`src/hdl/tbg_pkg.sv`:
```
// ----------------------------------------------------------------------------
// Tone burst generator package
// Shared types and codes for the tone burst generator and its submodules.
// ----------------------------------------------------------------------------
`default_nettype none

package tbg_pkg;

	localparam int unsigned RATE_W   = 28;
	localparam int unsigned HALF_W   = 27;
	localparam int unsigned FREQ_W   = 16;
	localparam int unsigned DUR_W    = 16;
	localparam int unsigned PERMS_W  = 17;
	localparam int unsigned DIVN_W   = 33;
	localparam int unsigned PHASE_W  = 28;
	localparam int unsigned CYCLE_W  = 32;
	localparam int unsigned MS_DIV   = 2000;

	// The rate is divided by MS_DIV through a multiply by its scaled reciprocal,
	// which is exact for every 28-bit rate.
	localparam int unsigned MS_RECIP       = 274877907;
	localparam int unsigned MS_RECIP_SHIFT = 39;
	localparam int unsigned MS_PROD_W      = 57;

	typedef enum logic [0:0] {
		REG_SINGLE_PIN_MODE = 1'b0,
		REG_TICK_RATE       = 1'b1
	} reg_index_t;

	typedef enum logic [0:0] {
		KIND_TICK  = 1'b0,
		KIND_START = 1'b1
	} kind_t;

	typedef enum logic [1:0] {
		STAT_OK        = 2'd0,
		STAT_ZERO_FREQ = 2'd1,
		STAT_BUSY      = 2'd2
	} status_t;

	typedef enum logic [2:0] {
		SEQ_IDLE,
		SEQ_HALF_GO,
		SEQ_HALF_WAIT,
		SEQ_PER_MS,
		SEQ_MUL,
		SEQ_CNT_GO,
		SEQ_CNT_WAIT
	} seq_state_t;

	typedef struct packed {
		logic tick;
		logic load;
	} tbg_cmd_t;

	typedef struct packed {
		logic active;
		logic high;
	} tbg_phase_t;

endpackage

`default_nettype wire

```
`src/hdl/tbg_div.sv`:
```
// ----------------------------------------------------------------------------
// Tone burst generator divider
// Restoring divider that produces one quotient bit per clock cycle.
// ----------------------------------------------------------------------------
`default_nettype none

module tbg_div import tbg_pkg::*; (
	input  wire logic              clk,
	input  wire logic              arst_n,
	input  wire logic              start,
	input  wire logic [DIVN_W-1:0] dividend,
	input  wire logic [HALF_W-1:0] divisor,
	output logic                   done,
	output logic [DIVN_W-1:0]      quotient
);

	localparam int unsigned CNT_W = $clog2(DIVN_W);

	logic              busy_q;
	logic              done_q;
	logic [CNT_W-1:0]  cnt_q;
	logic [HALF_W-1:0] rem_q;
	logic [HALF_W-1:0] div_q;
	logic [DIVN_W-1:0] quo_q;
	logic [HALF_W:0]   trial;
	logic [HALF_W:0]   diff;
	logic              qbit;

	always_comb begin
		trial = {rem_q, quo_q[DIVN_W-1]};
		diff  = trial - {1'b0, div_q};
		qbit  = (trial >= {1'b0, div_q});
	end

	always_ff @(posedge clk or negedge arst_n) begin
		if (!arst_n) begin
			busy_q <= 1'b0;
			done_q <= 1'b0;
			cnt_q  <= '0;
		end else begin
			done_q <= 1'b0;
			if (start) begin
				busy_q <= 1'b1;
				cnt_q  <= '0;
			end else if (busy_q) begin
				cnt_q <= cnt_q + 1'b1;
				if (cnt_q == CNT_W'(DIVN_W - 1)) begin
					busy_q <= 1'b0;
					done_q <= 1'b1;
				end
			end
		end
	end

	always_ff @(posedge clk) begin
		if (start) begin
			rem_q <= '0;
			div_q <= divisor;
			quo_q <= dividend;
		end else if (busy_q) begin
			rem_q <= qbit ? diff[HALF_W-1:0] : trial[HALF_W-1:0];
			quo_q <= {quo_q[DIVN_W-2:0], qbit};
		end
	end

	assign done     = done_q;
	assign quotient = quo_q;

endmodule

`default_nettype wire

```
`config.mk`:
```
export PLATFORM = sky130hd
export DESIGN_NAME = tbg_div
export DESIGN_NICKNAME = d
export VERILOG_FILES = /design/src/hdl/tbg_pkg.sv /design/src/hdl/tbg_div.sv
export SDC_FILE = /design/constraint.sdc
export NUM_CORES = 1
export LEC_CHECK = 0
export BUFFER_PORTS_ARGS = -buffer_cell sky130_fd_sc_hd__buf_2
export CAP_MARGIN = 10
export CORE_ASPECT_RATIO = 0.6
export CORE_MARGIN = 2
export CORE_UTILIZATION = 45
export CTS_BUF_LIST = sky130_fd_sc_hd__clkbuf_4
export DETAILED_ROUTE_END_ITERATION = 12
export PLACE_DENSITY = 0.66
export SYNTH_ARGS = -nofsm -noshare
export SYNTH_HDL_FRONTEND = slang
export SYNTH_SLANG_ARGS = --single-unit
export TNS_END_PERCENT = 50
```
`constraint.sdc`:
```
create_clock -name clk -period 3.9 [get_ports clk]
set_input_delay 0.78 -clock clk [delete_from_list [all_inputs] [get_ports clk]]
set_output_delay 0.78 -clock clk [all_outputs]
set_load 0.02 [all_outputs]
```
# Yosys cells after proc, flatten, opt, wreduce, memory -nomap -nowiden
# Index checks and enable logic that the tools add are counted.
# totals
regBits	95
input_bits	63
out_inout_bits	34
elab_cells	22
# classes
add_sub_neg	2
magnitude_cmp	1
eq_ne	1
n_mux	11
n_reduce_logical	1
# ops
op	n
33-bit two-way mux	2
28-bit by 27-bit greater-or-equal comparator with 1-bit output	1
27-bit two-way mux	1
27-bit subtractor	1
6-bit two-way mux	2
6-bit by 1-bit adder with 6-bit output, second input constant	1
6-bit == test, second input constant	1
1-bit two-way mux	6
2-bit nonzero test	1

# Logic depth before layout (Yosys ltp)
# logic_depth
depth_word	4
ltp_mapped	13
depth_no_buf	11

# Worst setup path before layout
# OpenSTA, ideal clock, no wires.
# synth_path
kind	flip-flop to flip-flop
start	register quo_q[32] (netlist: quotient[32])
end	register rem_q[22]
setup_time_ns	0.095
t_arrival_ns	2.855
t_required_ns	3.805
slack_ns	0.950
stages_incl_launch_ff	12
path_buffers	0
period_less_slack_ns	2.950
path_cell_list	edfxtp_1 -> inv_1 -> ha_1 -> fa_1 -> and2b_1 -> o2111ai_2 -> a21bo_2 -> a211oi_2 -> o21ai_1 -> a211oi_1 -> mux2_2 -> a221oi_1
# synth_between
elab_chain_len	2
word_cells_on_any_way	3
cone_classes	add/sub (1); order compare (1); mux (1)
# synth_rtl
item	line	rtl
start, declared	tbg_div.sv:24	logic [DIVN_W-1:0] quo_q;
start signal, assigned	tbg_div.sv:59	quo_q <= dividend;
start signal, assigned	tbg_div.sv:62	quo_q <= {quo_q[DIVN_W-2:0], qbit};
27-bit subtractor or 28-bit by 27-bit greater-or-equal comparator with 1-bit output (tied branches)	tbg_div.sv:31, tbg_div.sv:32	
27-bit two-way mux *	tbg_div.sv:61	rem_q <= qbit ? diff[HALF_W-1:0] : trial[HALF_W-1:0];
end signal, assigned	tbg_div.sv:61	
end, declared	tbg_div.sv:22	logic [HALF_W-1:0] rem_q;
# Every way passes the cells marked *; elsewhere a longest branch is shown, timed or not.
# A chain may end at the register's enable or synchronous reset.

# Worst setup path in the final report
# layout_path
start	register quo_q[32] (netlist: quotient[32])
end	register rem_q[8]
# Same word-level chain as after synthesis.

==> run_results.csv <==
group,metric,value,unit
run_status,status,"finished, final reports clean",
place,dp_hpwl,9.89,mm
critical_path,critPathCaptureType,"flip-flop",
floorplanning,core,12200,um^2
timing,fin_crit_sh,84.1,%
timing,rsz0062_at_grt,"no",
critical_path,crit_type,"reg2reg",
synthesis,seq_area_frac_synth,44.4,%
place,gp_congestion,0.890,
synthesis,synth_area_leader_cell,"edfxtp_1",
floorplanning,rows,31,
drt,drc,0,
clock_network,cts_setup_buffers,0,
timing,fin_setup_tns,0,ns
synthesis,yosysUniqueCellTypes,65,
synthesis,synth.net_count,637,
finish,syn_to_final_growth,11.9,%
timing,timing.slew.headroom,49.8,%
grt,grt_overflow_total,0,
grt,grt_pass1_vias,4249,
synthesis,netlist_area,5730,um^2
grt,grt_max_degree,40,
finish,drive_gt1_share,30.4,%
synthesis,synth_top_flop_cell,"edfxtp_1",
place,placed_cells,783,
run,drv_cap,0,
synthesis,yosysMostFrequentCell,"nand2_1",
place,dpl_cell_area,6240,um^2
floorplanning,start_util,46.9,%
place,io_buffers,96,
timing,hold_viol_final,0,
critical_path,start_kind,"flip-flop",
synthesis,yosysWarningCount,0,
clock_network,holdBufCountCts,0,
finish,n_antenna_cell,0,
hold_path,worstHoldPathType,"in2async",
clock_network,tritoncts,"built",
floorplanning,die_area,13700,um^2
timing,tightest_slew,0.746,ns
synthesis,ys_top_cells_by_area,"edfxtp_1 31%, dfxtp_1 9.4%, mux2_2 6.7%, ha_1 6.3%, a311oi_2 5.2%",
drt,via_per_inst,5.59,
synthesis,syn-instance-count,544,
clock_network,cts_sinks,95,
timing,setup_viol,0,
synthesis,synth_top_area_share,31.5,%
synthesis,synthArstFlopShare,8.42,%
clock_network,ctsResizeCount,0,
power,leakagePower,2.76,nW
drt,first_pass_iters,5,
grt,grt_usage,20.1,%
timing,clock_skew,0.0150,ns
critical_path,cp.arrival,3.66,ns
drt,post_drt_wl_per_cell,16.9,um
critical_path,critPathRequiredTime,4.28,ns
drt,drt_iter0_drc,342,
clock_network,clock_path_buffers,2,
floorplanning,num_io_pins,97,
timing,fin_hold_ws,0.129,ns
finish,final_cells,799,
synthesis,synth_commonest_cells,"61 x nand2_1, 60 x edfxtp_1, 39 x nor2_1",
clock_network,h-tree-depth,3,
timing,maxSlewViolCount,0,
power,p_per_area,582,nW/um^2
drt,vias,4469,
clock_network,clkTransAtPathRegs,0.15,ns
floorplanning,die_h,91.4,um
finish,final_nets,722,
floorplanning,dieWidth,150,um
clock_network,cts_root_buffer,"clkbuf_4",
critical_path,cp_max_fo,14,
drt,routed_wl,13.5,mm
drt,ant_nets,0,
clock_network,clk_latency,0.47,ns
synthesis,synth_edf_count,60,
grt,antenna_found_initial,0,
clock_network,cts_buffers,9,
grt,grt_first_pass_wirelength,21.7,mm
finish,postLayoutCellArea,6410,um^2
timing,fmax,305,MHz
power,vdd_drop_max,244,uV
synthesis,ys_ff_latch,95,
timing,final.min_clock_period,3.28,ns
synthesis,syn_avg_cell_area,10.5,um^2
finish,utilization,52.4,%
[state kept, by name, summed over array words and instances, names as in the netlist]
signal and flops:
quotient 33, div_q 27, rem_q 27, cnt_q 6
busy_q 1, done 1
[path summary, 6_finish.rpt]
kind / from / end / slack [ns] / cells after the start
max in group asynchronous: arst_n / busy_q / 3.58 / 1
setup / recovery: quotient[32] / rem_q[8] / 0.62 / 12
setup reg to reg: quotient[32] / rem_q[8] / 0.62 / 12
hold reg to reg: rem_q[1] / rem_q[1] / 0.50 / 2
hold / removal: arst_n / cnt_q[4] / 0.13 / 1
min in group clk: divisor[25] / div_q[25] / 0.47 / 1
[per-layer routing]
| metal | share of wire, % | global-route usage, % | up-vias |
|---|---|---|---|
| met5 | 0 | 0 | - |
| met4 | 0.66 | 4.32 | 0 |
| met3 | 6.3 | 5.48 | 8 |
| met2 | 43 | 28.5 | 123 |
| met1 | 50 | 30.5 | 2168 |
| li1 | - | - | 2170 |
[critical path, stage by stage (launching register included)]
cell       delay, ns
edfxtp_1        0.40
inv_1           0.06
ha_1            0.23
fa_1            0.41
and2b_1         0.24
o2111ai_2       0.16
a21oi_2         0.24
o2111ai_2       0.20
a211o_1         0.33
nand2_1         0.25
buf_4           0.30
nand3_1         0.12
a311oi_2        0.27
[power breakdown]
part           internal [mW]  switching (mW)  total (mW)
Combinational          0.696            1.03        1.72
Sequential              1.25           0.124        1.38
Clock                  0.271           0.355       0.626
[placed cells by master, fill, tap and decap left out, types with 6 or more instances in the layout]
cell       n
buf_2     95
nand2_1   61
edfxtp_1  60
nor2_1    39
inv_1     37
mux2_2    34
a21oi_1   29
ha_1      29
dfxtp_1   27
a311oi_2  20
o21ai_0   18
nor3_1    13
a21o_1    12
xor2_1    12
clkbuf_4  10
nand4_1    9
or3_1      8
nand3_1    8
buf_4      8
dfrtp_1    7
o21bai_1   6
a211oi_1   6
[through the flow]
stage	worst slack [ns]	power, mW
6_report	0.619	3.73
5_1_grt	0.416	3.96
4_1_cts	0.623	3.72
3_5_place_dp	0.655	3.08
3_3_place_gp	0.800	3.04
2_1_floorplan	0.950	2.76
[area by class of cell]
class	instances	area (um^2)
Fill cell	1121	5810
Multi-Input combinational cell	382	2810
Sequential cell	95	2540
Timing Repair Buffer	103	536
Tap cell	165	206
Inverter	38	143
Clock inverter	6	90.1
Clock buffer	10	75.1
[cells by family (layout without fill, tap and decap cells)]
| logic type | count (synthesis) | after routing | share of synthesized area, % |
|---|---|---|---|
| DFF | 95 | 95 | 44.4 |
| xor gates and xnor gates | 17 | 17 | 2.60 |
| AOI/OAI and AO/OA | 131 | 131 | 18.8 |
| and+or+nand+nor | 168 | 168 | 14.0 |
| adders and majority gates | 30 | 30 | 6.68 |
| buffers and inverters | 67 | 157 | 6.49 |
| muxes | 36 | 36 | 7.03 |
Power figures use the tool's default switching activity.
