## src/hdl/tbg_pkg.sv

```systemverilog
// ----------------------------------------------------------------------------
// Tone burst generator package
// Shared types and codes for the tone burst generator and its submodules.
// ----------------------------------------------------------------------------
`default_nettype none

package tbg_pkg;

	localparam int unsigned RATE_W   = 28;
	localparam int unsigned HALF_W   = 27;
	localparam int unsigned FREQ_W   = 16;
	localparam int unsigned DUR_W    = 16;
	localparam int unsigned PERMS_W  = 17;
	localparam int unsigned DIVN_W   = 33;
	localparam int unsigned PHASE_W  = 28;
	localparam int unsigned CYCLE_W  = 32;
	localparam int unsigned MS_DIV   = 2000;

	// The rate is divided by MS_DIV through a multiply by its scaled reciprocal,
	// which is exact for every 28-bit rate.
	localparam int unsigned MS_RECIP       = 274877907;
	localparam int unsigned MS_RECIP_SHIFT = 39;
	localparam int unsigned MS_PROD_W      = 57;

	typedef enum logic [0:0] {
		REG_SINGLE_PIN_MODE = 1'b0,
		REG_TICK_RATE       = 1'b1
	} reg_index_t;

	typedef enum logic [0:0] {
		KIND_TICK  = 1'b0,
		KIND_START = 1'b1
	} kind_t;

	typedef enum logic [1:0] {
		STAT_OK        = 2'd0,
		STAT_ZERO_FREQ = 2'd1,
		STAT_BUSY      = 2'd2
	} status_t;

	typedef enum logic [2:0] {
		SEQ_IDLE,
		SEQ_HALF_GO,
		SEQ_HALF_WAIT,
		SEQ_PER_MS,
		SEQ_MUL,
		SEQ_CNT_GO,
		SEQ_CNT_WAIT
	} seq_state_t;

	typedef struct packed {
		logic tick;
		logic load;
	} tbg_cmd_t;

	typedef struct packed {
		logic active;
		logic high;
	} tbg_phase_t;

endpackage

`default_nettype wire

```

## src/hdl/tbg_player.sv

```systemverilog
// ----------------------------------------------------------------------------
// Tone burst generator player
// Phase and cycle counters that play a burst one tick at a time.
// ----------------------------------------------------------------------------
`default_nettype none

module tbg_player import tbg_pkg::*; (
	input  wire logic               clk,
	input  wire logic               arst_n,
	input  wire tbg_cmd_t           cmd,
	input  wire logic [HALF_W-1:0]  half,
	input  wire logic [CYCLE_W-1:0] count,
	input  wire logic               single_mode,
	output tbg_phase_t              cur,
	output tbg_phase_t              nxt
);

	logic               active_q, active_d;
	logic               high_q, high_d;
	logic [PHASE_W-1:0] left_q, left_d;
	logic [CYCLE_W-1:0] cycles_q, cycles_d;
	logic [PHASE_W-1:0] first_q, first_d;
	logic [PHASE_W-1:0] second_q, second_d;
	logic [PHASE_W-1:0] half_ext;
	logic [PHASE_W-1:0] quarter;

	always_comb begin
		half_ext = {1'b0, half};
		quarter  = {3'b000, half[HALF_W-1:2]};
		active_d = active_q;
		high_d   = high_q;
		left_d   = left_q;
		cycles_d = cycles_q;
		first_d  = first_q;
		second_d = second_q;
		if (cmd.load) begin
			if (single_mode) begin
				first_d  = quarter;
				second_d = half_ext + (half_ext - quarter);
			end else begin
				first_d  = half_ext;
				second_d = half_ext;
			end
			active_d = 1'b1;
			cycles_d = count;
			if (first_d == '0) begin
				high_d = 1'b0;
				left_d = second_d;
			end else begin
				high_d = 1'b1;
				left_d = first_d;
			end
		end else if (cmd.tick && active_q) begin
			if (left_q > PHASE_W'(1)) begin
				left_d = left_q - 1'b1;
			end else if (high_q) begin
				high_d = 1'b0;
				left_d = second_q;
			end else if (cycles_q != '0) begin
				cycles_d = cycles_q - 1'b1;
				if (first_q == '0) begin
					high_d = 1'b0;
					left_d = second_q;
				end else begin
					high_d = 1'b1;
					left_d = first_q;
				end
			end else begin
				active_d = 1'b0;
				high_d   = 1'b0;
				left_d   = '0;
			end
		end
	end

	always_ff @(posedge clk or negedge arst_n) begin
		if (!arst_n) begin
			active_q <= 1'b0;
			high_q   <= 1'b0;
			left_q   <= '0;
			cycles_q <= '0;
			first_q  <= '0;
			second_q <= '0;
		end else begin
			active_q <= active_d;
			high_q   <= high_d;
			left_q   <= left_d;
			cycles_q <= cycles_d;
			first_q  <= first_d;
			second_q <= second_d;
		end
	end

	assign cur.active = active_q;
	assign cur.high   = high_q;
	assign nxt.active = active_d;
	assign nxt.high   = high_d;

endmodule

`default_nettype wire

```

## config.mk

```make
export PLATFORM = sky130hd
export DESIGN_NAME = tbg_player
export DESIGN_NICKNAME = d
export VERILOG_FILES = /design/src/hdl/tbg_pkg.sv /design/src/hdl/tbg_player.sv
export SDC_FILE = /design/constraint.sdc
export NUM_CORES = 1
export LEC_CHECK = 0
export BUFFER_PORTS_ARGS = -buffer_cell sky130_fd_sc_hd__clkbuf_2
export CORE_AREA = 2 2 146 148
export CTS_CLUSTER_SIZE = 40
export DETAILED_ROUTE_END_ITERATION = 6
export DIE_AREA = 0 0 148 150
export PLACE_DENSITY = 0.72
export SYNTH_ARGS = -nofsm -noshare
export SYNTH_HDL_FRONTEND = slang
export SYNTH_SLANG_ARGS = --single-unit
```

## constraint.sdc

```tcl
create_clock -name clk -period 3.3 [get_ports clk]
set_clock_uncertainty 0.05 [all_clocks]
set_input_delay 0.33 -clock clk [delete_from_list [all_inputs] [get_ports clk]]
set_output_delay 0.33 -clock clk [all_outputs]
set_load 0.005 [all_outputs]
```

# After elaboration in Yosys (flattened, before gate mapping)
# Index checks and enable logic that the tools add are counted.
[word_totals] regBits=118 input_bits=64 output_inout_bits=4 wordCells=47
[op_classes] add_sub_neg=4 order_cmp=1 eq_ne=2 mux=27 reduce_logical=7
[ops] operator="$mux 28" count=9
[ops] operator="$mux 32" count=5
[ops] operator="$logic_not 28->1" count=2
[ops] operator="$reduce_bool 32->1" count=1
[ops] operator="$sub 32x1->32 const B" count=1
[ops] operator="$add 27x28->28" count=1
[ops] operator="$gt 28x1->1 const B" count=1
[ops] operator="$sub 27x25->28" count=1
[ops] operator="$sub 28x1->28 const B" count=1
[ops] operator="$mux 27" count=1
[ops] operator="$mux 1" count=12
[ops] operator="$ne 2x2->1 const B" count=2
[ops] operator="$reduce_and 4->1" count=1
[ops] operator="$reduce_bool 2->1" count=2
[ops] operator="$logic_and 1x1->1" count=1

# Longest topological paths before layout
[logic_depth] word_depth=7 ltp_mapped=14 mapped_depth_nobuf=11

# Worst setup path before layout
# No wires, ideal clock.
[synth_path] path_type="register to register" from="register left_q[18]" to="register cycles_q[19]" setup_time_ns=0.137 arrival_time_ns=3.099 required_ns=3.113 path_slack_ns=0.014 path_stages_with_launch=13 path_buffers=3 synth_period_minus_slack_ns=3.286 path_cell_list="dfrtp_1 > or4_1 > buf_2 > nor4_4 > nand4_2 > or4_1 > buf_2 > or4_4 > buf_6 > nor2_4 > nand3b_1 > a211oi_1 > a21oi_1"
[synth_via] elab_chain_len=3
[synth_lines] element="start: declaration" line_no="tbg_player.sv:20" rtl="logic [PHASE_W-1:0] left_q, left_d;"
[synth_lines] element="start signal: assignment" line_no="tbg_player.sv:87" rtl="left_q <= left_d;"
[synth_lines] element="$gt 28x1->1" line_no="tbg_player.sv:54" rtl="if (left_q > PHASE_W'(1)) begin"
[synth_lines] element="$ne 2x2->1 (no line)"
[synth_lines] element="$reduce_and 4->1 (no line)"
[synth_lines] element="end signal: assignment" line_no="tbg_player.sv:88" rtl="cycles_q <= cycles_d;"
[synth_lines] element="end: declaration" line_no="tbg_player.sv:21" rtl="logic [CYCLE_W-1:0] cycles_q, cycles_d;"
# No other way between the ends.
# A chain may end at the register's enable or synchronous reset.

==> summary by stage <==
Setup path
The gate family responsible for the most delay along the worst path is simple AND/OR/NAND/NOR gates. Along the worst path, the maximum fanout reaches 4. For the worst setup path, the data required time is 2.92 ns.

The kind of capture point of the worst setup path is an output port. For flop-to-flop paths, the worst setup slack is 0.10 ns. The critical register-to-register path endpoint is cycles_q[19]$_DFFE_PN0P_. STA classifies the critical path startpoint as a flip-flop.

The cell with the biggest individual delay on the critical path is sky130_fd_sc_hd__or4_4. Walking the worst path, the cells encountered are or4_4 -> or4_4 -> nor4_4 -> buf_4 -> nor3_4 -> nand3_1 -> a31oi_2 -> buf_2. The number of buffers and inverters on the critical path is 2. The category of the critical setup timing path is flip-flop to output port. The worst register-to-register path begins at left_q[19]$_DFFE_PN0N_.

Data arrives at the worst endpoint at 2.89 ns. The stage delay of the slowest cell on the critical path is 0.53 ns. The worst register-to-register path has a depth of 9. The critical path's most frequent cell is sky130_fd_sc_hd__or4_4.

Pwr
The static leakage power is 4.239 nW. For this design the ratio of total power to cell area is 459.3 nW/um^2. The worst ir drop on vdd is 0.3544 mV.

STA
The worst path uses 99.19% of the clock period. The number of pins exceeding their max-slew limit in the final report is 0. The relative slew slack is 44.47%.

The setup violation total in the final timing report is 0. Setup repair after global routing could not meet its margin everywhere. The worst slack on hold paths is 0.07474 ns. After layout, the minimum clock period comes to 3.273 ns. The final hold violation count is 0. The maximum frequency from static timing analysis is 305.5 MHz. The transition time at the pin with the least slew margin is 0.8330 ns.

Cells and area
The final core area utilization is 48.72%. After the last flow step, the layout net total stands at 1223. Excluding fillers, the count of instances in the completed layout stands at 1419. The count of filler cells inserted in the layout is 2028. The signed area change from the synthesized netlist to the final layout is 20.81%. The storage element area is 2903 um^2. Of the cells placed in the final design, the portion with a size suffix greater than 1 is 19.06%. The footprint of the multi-input gates is 5171 um^2.

The antenna cell count is 0.

Route
For this run, design rule violations remaining after detail routing come to 0. For this block, the routed nets add up to 26460 um of wire. The wire length per cell after detailed routing is 18.64 um. The routed layout has 8284 vias. After detailed routing, the number of vias per cell comes to 5.838. The remaining number of nets flagged by the antenna check after routing is 0. The pre-antenna-repair detailed-routing pass consisted of 5 iterations. The DRC violation total after the first TritonRoute iteration is 810.

Synth
The dominant register cell in the synthesized netlist is sky130_fd_sc_hd__dfrtp_1. After synthesis the netlist holds a flip-flop and latch count of 116. The post-synthesis cell count is 1033. In the synthesized netlist the async set-or-reset flop fraction comes to 100.0%.

The count of distinct cell types in the synthesized netlist is 68. The average cell area after synthesis is 8.078 um^2. The number of enable-type register cells in the synthesized netlist is 0. The Yosys warning count is 0.

The sequential-to-total area share from yosys stat is 34.79%. The number of nets handed over by synthesis was 1125. The post-synthesis instance area is 8344 um^2.

Global routing
The first global-routing pass estimated 41840 um of wire. The number of antenna violations at the first check in global routing was 0. The maximum number of pins on one net before global-route repair is 186. Global routing used 23.93% of the available tracks across all layers. The total global routing overflow is 0.

The via count of the first global-routing pass is 7817.

CTS
TritonCTS built the clock tree. The total CTS buffers is 17. The clock reaches the later pin of the worst-skew pair after 0.42 ns.

The post-CTS clock slew at the launch and capture registers of the worst setup and hold paths is 0.06 ns. The root buffer cell chosen for the clock tree is sky130_fd_sc_hd__clkbuf_16. The clock net in this run drives a total of 116 sinks. In this run the deepest clock path goes through 2 buffers.

The CTS H-tree depth is 4.

Floorplan
The number of top-level pins is 68. The die width is 148 um. The starting utilization of the core area is 40.33%.

The placeable core region is 20690 um^2. The die covers 22200 um^2. In this run the core area contains 53 standard-cell rows.

The die outline height is 150 um.

Run status
The flow ran to the end, and the final reports show no timing, DRC or antenna violations.

Worst hold path
The hold path endpoint is cycles_q[10]$_DFFE_PN0P_. The classification of the worst-slack hold path is input port to flip-flop. The number of cells traversed by the worst hold path is 3. The worst min-delay path startpoint is count[10].

Placement
Port buffering added 67 buffers. The HPWL reported at the end of detailed placement is 19140 um. At the end of routability-driven placement, the weighted congestion stood at 0.9871. After detailed placement, the design holds a cell count of 1371.

Job
The reported max-cap violation count is 0.
## cells in the mapped netlist, types with 3 or more instances
cell type | instances | area share [%]
sky130_fd_sc_hd__dfrtp_1 | 116 | 35
sky130_fd_sc_hd__nor2_1 | 114 | 5.1
sky130_fd_sc_hd__nand2_1 | 110 | 4.9
sky130_fd_sc_hd__a21oi_1 | 95 | 5.7
sky130_fd_sc_hd__o21ai_0 | 80 | 4.8
sky130_fd_sc_hd__inv_1 | 43 | 1.9
sky130_fd_sc_hd__clkbuf_1 | 39 | 1.8
sky130_fd_sc_hd__xnor2_1 | 35 | 3.7
sky130_fd_sc_hd__nor3_1 | 32 | 1.9
sky130_fd_sc_hd__xor2_1 | 28 | 2.9
sky130_fd_sc_hd__ha_1 | 27 | 4.0
sky130_fd_sc_hd__nand3_1 | 24 | 1.4
sky130_fd_sc_hd__a31oi_1 | 23 | 1.7
sky130_fd_sc_hd__mux2i_1 | 20 | 2.4
sky130_fd_sc_hd__o21a_1 | 18 | 1.6
sky130_fd_sc_hd__o211ai_1 | 15 | 1.3
sky130_fd_sc_hd__a21o_1 | 14 | 1.3
sky130_fd_sc_hd__nor4_1 | 14 | 1.0
sky130_fd_sc_hd__or3_1 | 13 | 0.97
sky130_fd_sc_hd__mux2_2 | 11 | 1.5
sky130_fd_sc_hd__or4_1 | 11 | 0.99
sky130_fd_sc_hd__buf_1 | 10 | 0.45
sky130_fd_sc_hd__o221ai_1 | 10 | 1.0
sky130_fd_sc_hd__a221oi_1 | 8 | 0.84
sky130_fd_sc_hd__and3_1 | 8 | 0.60
sky130_fd_sc_hd__nand2b_1 | 8 | 0.60
sky130_fd_sc_hd__nand4_1 | 8 | 0.60
sky130_fd_sc_hd__o21ai_1 | 7 | 0.42
sky130_fd_sc_hd__o22ai_1 | 7 | 0.52
sky130_fd_sc_hd__a21boi_0 | 6 | 0.54
sky130_fd_sc_hd__nor2b_1 | 6 | 0.45
sky130_fd_sc_hd__a211oi_1 | 5 | 0.45
sky130_fd_sc_hd__and2_1 | 5 | 0.37
sky130_fd_sc_hd__buf_4 | 4 | 0.36
sky130_fd_sc_hd__nand3b_1 | 4 | 0.36
sky130_fd_sc_hd__a22oi_1 | 3 | 0.27
sky130_fd_sc_hd__a31o_2 | 3 | 0.31
sky130_fd_sc_hd__a41oi_1 | 3 | 0.31
sky130_fd_sc_hd__buf_2 | 3 | 0.18
sky130_fd_sc_hd__nor4_2 | 3 | 0.45
sky130_fd_sc_hd__o2111ai_1 | 3 | 0.31
## registers in the layout, summed over array words and instances, names as in the netlist
name,count
cycles_q,32
left_q,28
active_q,1
high_q,1
second_q,28
first_q,26
## cells by family (layout without fill, tap and decap cells)
logic type                 Yosys count  after routing  synth area share, %
and+or+nand+nor                    379            379                22.30
AOI/OAI and AO/OA                  316            316                23.32
DFF                                116            116                34.79
buffers and inverters              100            211                4.813
xor gates and xnor gates            63             63                6.613
muxes                               31             31                3.884
adders and majority gates           28             28                4.288
## through the flow
step	setup TNS [ns]	cell area, um^2	setup slack, ns	power (mW)
CTS	-0.01085	9911	-0.01085	4.616
detailed placement	-0.09711	9223	-0.08074	2.689
global placement	-0.04574	9223	-0.04574	2.669
floorplan	0	8344	0.01365	2.335
finish	0	10080	0.02661	4.630
global route	-0.09440	10080	-0.03621	4.851
## tightest hold or removal path, stage by stage
cell,delay [ns]
sky130_fd_sc_hd__clkbuf_2,0.08
sky130_fd_sc_hd__nand2_1,0.04
sky130_fd_sc_hd__o21ai_0,0.06
## layout make-up
class                      instances  area share [%]
multi-input combinational        817           51.30
sequential                       116           28.79
timing repair buffer             136           8.800
clock buffer                      18           4.356
tap                              275           3.413
clock inverter                    14           1.738
inverter                          43           1.601
## placed cells by master (no fill, tap or decap), drive strengths merged, types with 4 or more instances in the layout
| cell type | synthesis | layout |
|---|---|---|
| a211oi | 5 | 5 |
| a21boi | 6 | 6 |
| a21o | 14 | 14 |
| a21oi | 95 | 95 |
| a221oi | 8 | 8 |
| a31oi | 23 | 23 |
| and2 | 6 | 6 |
| and3 | 8 | 8 |
| buf | 18 | 72 |
| clkbuf | 39 | 81 |
| clkinv | 0 | 4 |
| dfrtp | 116 | 116 |
| ha | 27 | 27 |
| inv | 43 | 47 |
| mux2 | 11 | 11 |
| mux2i | 20 | 20 |
| nand2 | 110 | 110 |
| nand2b | 8 | 8 |
| nand3 | 25 | 25 |
| nand3b | 4 | 4 |
| nand4 | 9 | 9 |
| nor2 | 116 | 116 |
| nor2b | 6 | 6 |
| nor3 | 34 | 34 |
| nor4 | 18 | 18 |
| o211ai | 15 | 15 |
| o21a | 18 | 18 |
| o21ai | 87 | 87 |
| o221ai | 10 | 10 |
| o22ai | 7 | 7 |
| or3 | 13 | 13 |
| or4 | 13 | 13 |
| xnor2 | 35 | 35 |
| xor2 | 28 | 28 |
## where the power goes
group          total, mW  internal, mW  switching [mW]
registers           1.73          1.59           0.148
clock network       1.92          1.21           0.703
logic              0.979         0.402           0.577
## what timing repair did
item,4_1_cts,5_1_grt
endpoints found under the hold margin,56,0
gates resized for setup,6,21
setup buffers,4,10
pin swaps,3,6
hold buffers,1,0
setup endpoints to repair,4,16
gates cloned,1,0
## how the worst max path moves through the flow
stage	slack (ns)	to	cells after the start	start
after floorplan	0.01	cycles_q[19]$_DFFE_PN0P_	12	left_q[18]$_DFFE_PN0N_
final	0.03	nxt[0]	8	cycles_q[9]$_DFFE_PN0P_
after detailed placement	-0.08	left_q[25]$_DFFE_PN0N_	10	left_q[19]$_DFFE_PN0N_
after CTS	-0.01	nxt[0]	8	left_q[19]$_DFFE_PN0N_
after global routing	-0.04	nxt[0]	8	cycles_q[9]$_DFFE_PN0P_
after global placement	-0.05	left_q[25]$_DFFE_PN0N_	10	left_q[19]$_DFFE_PN0N_
## layer usage
| metal | share of wire, % | GRT usage [%] | wire (um) |
|---|---|---|---|
| met5 | 0 | 0 | 0 |
| met4 | 2.6 | 7.762 | 687 |
| met3 | 7.7 | 3.598 | 2033 |
| met2 | 45 | 37.59 | 11780 |
| met1 | 45 | 33.90 | 11950 |
Power figures use the tool's default switching activity.
